**src/rtl/drsa_pkg.sv**
```systemverilog
`timescale 1ns / 1ps
package drsa_pkg;

   // table size default and internal slot arithmetic width
   localparam int SLOTS_DEFAULT = 2048;
   localparam int EXT_W = 13;

   // free map word organization
   localparam int MAP_WORD_BITS = 32;
   localparam int MAP_SEL_W = 5;

   // port field widths
   localparam int FUNC_W = 2;
   localparam int INDEX_W = 11;
   localparam int TIME_W = 32;
   localparam int STATUS_W = 2;
   localparam int SERIAL_W = 16;
   localparam int COUNT_W = 12;
   localparam int CSR_INDEX_W = 3;
   localparam int CSR_DATA_W = 16;

   // request function codes
   localparam logic [FUNC_W-1:0] FUNC_ALLOC = 2'd0;
   localparam logic [FUNC_W-1:0] FUNC_FORCE = 2'd1;
   localparam logic [FUNC_W-1:0] FUNC_FREE = 2'd2;
   localparam logic [FUNC_W-1:0] FUNC_REUSE = 2'd3;

   // response status codes
   localparam logic [STATUS_W-1:0] ST_OK = 2'd0;
   localparam logic [STATUS_W-1:0] ST_BAD_INDEX = 2'd1;
   localparam logic [STATUS_W-1:0] ST_EXHAUSTED = 2'd2;
   localparam logic [STATUS_W-1:0] ST_IGNORED = 2'd3;

   // configuration register indexes
   localparam logic [CSR_INDEX_W-1:0] CSR_REUSE_DELAY = 3'd0;
   localparam logic [CSR_INDEX_W-1:0] CSR_EARLY_WINDOW = 3'd1;
   localparam logic [CSR_INDEX_W-1:0] CSR_PROTECTED = 3'd2;
   localparam logic [CSR_INDEX_W-1:0] CSR_DELETE_EN = 3'd3;
   localparam logic [CSR_INDEX_W-1:0] CSR_LOW_WARN_EN = 3'd4;
   localparam logic [CSR_INDEX_W-1:0] CSR_LOW_THRESHOLD = 3'd5;

   // configuration reset values
   localparam logic [15:0] RST_REUSE_DELAY = 16'd1000;
   localparam logic [15:0] RST_EARLY_WINDOW = 16'd2000;
   localparam logic [7:0] RST_PROTECTED = 8'd0;
   localparam logic RST_DELETE_EN = 1'b1;
   localparam logic RST_LOW_WARN_EN = 1'b0;
   localparam logic [COUNT_W-1:0] RST_LOW_THRESHOLD = 12'd8;

   // serial value of a slot that is handed out
   localparam logic [SERIAL_W-1:0] SERIAL_UNASSIGNED = 16'hFFFF;

   // controller to datapath commands
   typedef struct packed {
      logic req_load;
      logic ptr_clear;
      logic ptr_inc;
      logic map_rd_hw;
      logic idx_rd;
      logic bits_load;
      logic age_clear;
      logic drop_bit;
      logic scan_claim;
      logic reuse_done;
      logic fresh_full;
      logic fresh_commit;
      logic idx_bad;
      logic idx_commit;
   } cmd_type;

   // datapath to controller status
   typedef struct packed {
      logic [FUNC_W-1:0] func;
      logic idx_in_range;
      logic scan_end;
      logic bits_empty;
      logic eligible;
      logic table_full;
   } sts_type;

endpackage

```
**src/rtl/drsa_ctrl.sv**
```systemverilog
`timescale 1ns / 1ps
module drsa_ctrl
   import drsa_pkg::*;
(
   input logic clock,
   input logic reset,
   input logic start,
   output logic busy,
   input sts_type sts,
   output cmd_type cmd
);

   typedef enum logic [9:0] {
      S_IDLE      = 10'b0000000001,
      S_DECODE    = 10'b0000000010,
      S_IDX_EVAL  = 10'b0000000100,
      S_SCAN_RD   = 10'b0000001000,
      S_SCAN_LD   = 10'b0000010000,
      S_SCAN_PICK = 10'b0000100000,
      S_SCAN_EVAL = 10'b0001000000,
      S_FRESH     = 10'b0010000000,
      S_FRESH_WR  = 10'b0100000000,
      S_SPARE     = 10'b1000000000
   } state_type;

   state_type state_ff, state_in;

   // next state and command decode
   always_comb begin
      state_in = state_ff;
      cmd = '0;
      unique case (state_ff)
         S_IDLE: begin
            if (start) begin
               cmd.req_load = 1'b1;
               state_in = S_DECODE;
            end
         end
         S_DECODE: begin
            if (sts.func == FUNC_ALLOC || sts.func == FUNC_REUSE) begin
               cmd.ptr_clear = 1'b1;
               state_in = S_SCAN_RD;
            end else if (!sts.idx_in_range) begin
               cmd.idx_bad = 1'b1;
               state_in = S_IDLE;
            end else begin
               cmd.idx_rd = 1'b1;
               state_in = S_IDX_EVAL;
            end
         end
         S_IDX_EVAL: begin
            cmd.idx_commit = 1'b1;
            state_in = S_IDLE;
         end
         S_SCAN_RD: begin
            if (!sts.scan_end) begin
               state_in = S_SCAN_LD;
            end else if (sts.func == FUNC_REUSE) begin
               cmd.reuse_done = 1'b1;
               state_in = S_IDLE;
            end else begin
               state_in = S_FRESH;
            end
         end
         S_SCAN_LD: begin
            cmd.bits_load = 1'b1;
            state_in = S_SCAN_PICK;
         end
         S_SCAN_PICK: begin
            if (sts.bits_empty) begin
               cmd.ptr_inc = 1'b1;
               state_in = S_SCAN_RD;
            end else if (sts.func == FUNC_REUSE) begin
               cmd.age_clear = 1'b1;
            end else begin
               state_in = S_SCAN_EVAL;
            end
         end
         S_SCAN_EVAL: begin
            if (sts.eligible) begin
               cmd.scan_claim = 1'b1;
               state_in = S_IDLE;
            end else begin
               cmd.drop_bit = 1'b1;
               state_in = S_SCAN_PICK;
            end
         end
         S_FRESH: begin
            if (sts.table_full) begin
               cmd.fresh_full = 1'b1;
               state_in = S_IDLE;
            end else begin
               cmd.map_rd_hw = 1'b1;
               state_in = S_FRESH_WR;
            end
         end
         S_FRESH_WR: begin
            cmd.fresh_commit = 1'b1;
            state_in = S_IDLE;
         end
         default: begin
            state_in = S_IDLE;
         end
      endcase
   end

   always_ff @(posedge clock) begin
      if (reset) begin
         state_ff <= S_IDLE;
      end else begin
         state_ff <= state_in;
      end
   end

   assign busy = (state_ff != S_IDLE);

endmodule

```
**config.mk**
```make
export PLATFORM = sky130hd
export DESIGN_NAME = drsa_ctrl
export DESIGN_NICKNAME = d
export VERILOG_FILES = /design/src/rtl/drsa_pkg.sv /design/src/rtl/drsa_ctrl.sv
export SDC_FILE = /design/constraint.sdc
export NUM_CORES = 1
export LEC_CHECK = 0
export ABC_AREA = 1
export BUFFER_PORTS_ARGS = -buffer_cell sky130_fd_sc_hd__buf_4
export CORE_MARGIN = 2
export CORE_UTILIZATION = 49
export DETAILED_ROUTE_END_ITERATION = 8
export HOLD_SLACK_MARGIN = 0.15
export PLACE_DENSITY = 0.86
export SLEW_MARGIN = 20
export SYNTH_ARGS = -nofsm -noshare
export SYNTH_HDL_FRONTEND = slang
export SYNTH_SLANG_ARGS = --single-unit
```
**constraint.sdc**
```tcl
create_clock -name clock -period 1.4 [get_ports clock]
set_clock_uncertainty 0.1 [all_clocks]
set_input_delay 0.28 -clock clock [delete_from_list [all_inputs] [get_ports clock]]
set_output_delay 0.28 -clock clock [all_outputs]
set_load 0.02 [all_outputs]
```
==> results of run 1 <==
==> metal layers <==
metal  global-route usage  GRT overflow
met1               0.7219             1
met2               0.9324            18
met3               0.4375             0
met4               0.8545            11
met5                    0             0
==> cell families after synthesis <==
logic type | Yosys count
AOI/OAI and AO/OA | 2
adders and majority gates | 1
buffers and inverters | 26
DFF | 9
and+or+nand+nor | 83
==> synth_stat cells, types with 5 or more instances <==
cell / number
nor2_1: 25
inv_1: 20
nand2_1: 20
dfxtp_1: 9
nand3_1: 9
inv_2: 6
nor2_2: 5
==> what timing repair did <==
item | in CTS
pin swaps | 9
endpoints found under the hold margin | 3
setup buffers | 5
endpoints found under the setup margin | 19
hold buffers | 2
resized for setup | 36
==> metrics by stage <==
step	area [µm²]	utilization
3_3_place_gp	1182	0.7941
2_1_floorplan	802.0	-
3_5_place_dp	1182	0.7941
4_1_cts	1380	0.9269
==> flow_summary.json, run 1 <==
{
  "lastStage": "5_1_grt",
  "grt_max_degree": 7,
  "crit_endpoint": "cmd[4]",
  "numCtsBuffers": 3,
  "ctsHtreeMaxLevel": 1,
  "initial_utilization": 0.5168,
  "status": "stopped before the end",
  "yosys.area.top_type": "dfxtp_1",
  "die_y_um": 43.63,
  "rows": 14,
  "synth_seq_cells": 9,
  "clock_sinks": 9,
  "synth_compound_area_frac": 0.01301,
  "port_buffers": 24,
  "detailedPlace.worstSlack_ps": -120.1,
  "toolErrorMsg": "[ERROR GRT-0232] Routing congestion too high. Check the congestion heatmap in the GUI.",
  "endpoint_type": "output port",
  "clock_path_buffers": 2,
  "synth-seq-area-share": 0.2341,
  "syn_inst": 121,
  "synth.top_cell.area_share": 0.2341,
  "synth_top_family_by_area": "simple AND/OR/NAND/NOR gates",
  "synth_edf_count": 0,
  "synth.avg_cell_area_um2": 6.359,
  "synthMuxAreaShare": 0,
  "dp.final_hpwl_mm": 1.974,
  "dp_cells": 185,
  "die_w_um": 43.63,
  "synth_ff_type": "dfxtp_1",
  "place.gp.congestion": 0.9170,
  "ys_warn_count": 0,
  "syn_nets": 132,
  "synth_xor_area_frac": 0,
  "num_io_pins": 25,
  "async_flop_share": 0,
  "synth_area_um2": 769.5,
  "grt_overflow": 30,
  "synthAdderAreaFrac": 0.01626,
  "synth_area_leaders": "dfxtp_1, nor2_1, inv_1, nand2_1, nand3_1",
  "cts-root-buf": "clkbuf_4",
  "grt_usage": 0.7218,
  "yosys.area_share.simple": 0.6098,
  "yosysUniqueCellTypes": 19
}
==> run 2: changes to the inputs <==
--- a/config.mk
+++ b/config.mk
@@ -7,11 +7,10 @@
 export LEC_CHECK = 0
 export ABC_AREA = 1
 export BUFFER_PORTS_ARGS = -buffer_cell sky130_fd_sc_hd__buf_4
-export CORE_MARGIN = 2
-export CORE_UTILIZATION = 49
+export CORE_AREA = 2 2 63 65
 export DETAILED_ROUTE_END_ITERATION = 8
-export HOLD_SLACK_MARGIN = 0.15
-export PLACE_DENSITY = 0.86
+export DIE_AREA = 0 0 65 67
+export PLACE_DENSITY_LB_ADDON = 0.15
 export SLEW_MARGIN = 20
 export SYNTH_ARGS = -nofsm -noshare
 export SYNTH_HDL_FRONTEND = slang
==> flow_summary.json, run 2 <==
{
  "grt_pass1_wl_mm": 4.153,
  "dpl-instance-area_um2": 1207,
  "fin_nets": 189,
  "r2r_slack_ps": -60,
  "start_kind": "register",
  "path_class": "register to primary output",
  "status": "finished with violations",
  "synth_area_um2": 769.5,
  "setup_viol": 16,
  "antenna_found_initial": 0,
  "antenna-diode-count": 0,
  "clkLatencyLatePin_ps": 230,
  "fillers": 362,
  "hold_violations": 0,
  "synth.top_cell.area_share": 0.2341,
  "grt_max_degree": 7,
  "first_global_vias": 949,
  "crit_buf_inv": 2,
  "synth.most_common_cell": "nor2_1",
  "yosys.area.top_type": "dfxtp_1",
  "clock_path_buffers": 2,
  "synth_ff_type": "dfxtp_1",
  "synth-seq-area-share": 0.2341,
  "clock_sinks": 9,
  "grt_overflow": 0,
  "slew_viol_final": 0,
  "tightest_slew_ps": 266.9,
  "port_buffers": 24,
  "fmax_mhz": 574.1,
  "drc": 0,
  "die_w_um": 65,
  "top_regs": "state_ff x9",
  "wl_mm": 2.426,
  "endpoint_kind": "primary output",
  "routedWlPerCell_um": 10.78,
  "cts-root-buf": "clkbuf_8",
  "dr.pass1.iters": 4,
  "regMostFlops": "state_ff",
  "slowest_stage": "dfxtp_2",
  "worstPathArrival_ps": 1360,
  "clk_pin_slew_ps": 50,
  "grt_usage": 0.1264,
  "cts_tree": "done",
  "power.leakage_nw": 0.7545,
  "layout_common_cells": "buf_4, buf_6, nor2_4, nand2_1, inv_1",
  "p_per_area_nw_per_um2": 671.4,
  "path_cells": "nor2_4 > nand2_4 > nor2_8 > inv_2 > nor2_4 > nand2_4 > nor2_4 > buf_6",
  "failed_checks": "negative setup slack",
  "ys_warn_count": 0,
  "final_layout_size_suffix_gt1_frac": 0.6949,
  "hp-class": "primary input to register",
  "die_y_um": 67,
  "largest_register_ffs": 9,
  "post-route-period-util": 1.244,
  "syn_inst": 121,
  "tns_ps": -3832,
  "fp.coreArea_um2": 3606,
  "worstPathRequired_ps": 1020,
  "vdd_drop_max_uv": 201.0,
  "initial_utilization": 0.2134,
  "fin_crit_ps": 1742,
  "numCtsBuffers": 3,
  "dr.first_iter.drc_count": 33,
  "num_vias": 927,
  "path_delay_family": "simple AND/OR/NAND/NOR gates",
  "async_flop_share": 0,
  "synth_area_leaders": "dfxtp_1, nor2_1, inv_1, nand2_1, nand3_1",
  "die_area_um2": 4355,
  "synth.avg_cell_area_um2": 6.359,
  "synth_seq_cells": 9,
  "place.gp.congestion": 0.8331,
  "yosysUniqueCellTypes": 19,
  "crit_fanout": 3,
  "num_io_pins": 25,
  "synthTopCellsByCount": "nor2_1, inv_1, nand2_1",
  "hold_buffers": 0,
  "maxSlewHeadroom": 0.8204,
  "mostFrequentLayoutCell": "buf_4",
  "dp.final_hpwl_mm": 1.985,
  "maxCapViolations": 0,
  "crit_top_cell": "nor2_4",
  "slowest_delay_ps": 330,
  "grt_setup_unrepaired": "true",
  "viasPerCell": 4.120,
  "final.setup.worst_slack_ps": -341.7,
  "drtAntennaViolNets": 0,
  "final_cell_area_um2": 1540,
  "detailedPlace.worstSlack_ps": -139.0,
  "syn_nets": 132,
  "rows": 22,
  "ctsHtreeMaxLevel": 1,
  "area_growth_pct": 100.2,
  "synth_edf_count": 0
}
==> run 2: cell families (layout without fill, tap and decap cells) <==
family                     after synthesis  after routing  share of synthesized area
AOI/OAI and AO/OA                        2              2                    0.01301
adders and majority gates                1              1                    0.01626
buffers and inverters                   26             82                     0.1268
DFF                                      9              9                     0.2341
and+or+nand+nor                         83             83                     0.6097
==> run 2: worst paths after layout <==
kind / start / end / cells past startpoint
max: state_ff[6] / cmd[4] / 8
min: sts[3] / state_ff[4] / 2
max reg2reg: state_ff[1] / state_ff[0] / 10
min reg2reg: state_ff[3] / state_ff[4] / 3
==> run 2: per-stage QoR <==
step	total power, mW	cells	util	hold slack (ps)
3_5_place_dp	0.6391	215	0.3348	388.7
6_report	1.034	225	0.4271	157.7
3_3_place_gp	0.6364	215	0.3348	383.4
5_1_grt	1.096	225	0.4271	163.8
4_1_cts	1.005	223	0.3949	148.3
2_1_floorplan	0.4941	121	-	249.0
==> run 2: final cells by class <==
class                           instances  area (µm²)  share of cell area
Timing Repair Buffer                   52       450.4              0.2924
Inverter                               26       105.1             0.06824
Sequential cell                         9       192.7              0.1251
Tap cell                               48       60.06             0.03899
Clock buffer                            4       45.04             0.02924
Multi-Input combinational cell         86       686.9              0.4460
==> run 2: what timing repair did <==
item,CTS,global route
setup endpoints to repair,18,23
gates resized for setup,41,31
pin swaps,19,9
buffers inserted,6,4
==> run 2: where the power goes <==
part / internal, mW / switching [mW] / total [mW]
Sequential: 0.270 / 0.0158 / 0.286
Clock: 0.199 / 0.103 / 0.301
Combinational: 0.193 / 0.254 / 0.447
==> run 2: routing by layer <==
metal | up-vias | part of all wire | GRT usage
met4 | 0 | 0.012 | 0.03989
li1 | 489 | - | -
met5 | - | 0 | 0
met2 | 22 | 0.52 | 0.2384
met3 | 2 | 0.040 | 0.01858
met1 | 414 | 0.43 | 0.1450
No activity file was read; power rests on OpenSTA's default activity.
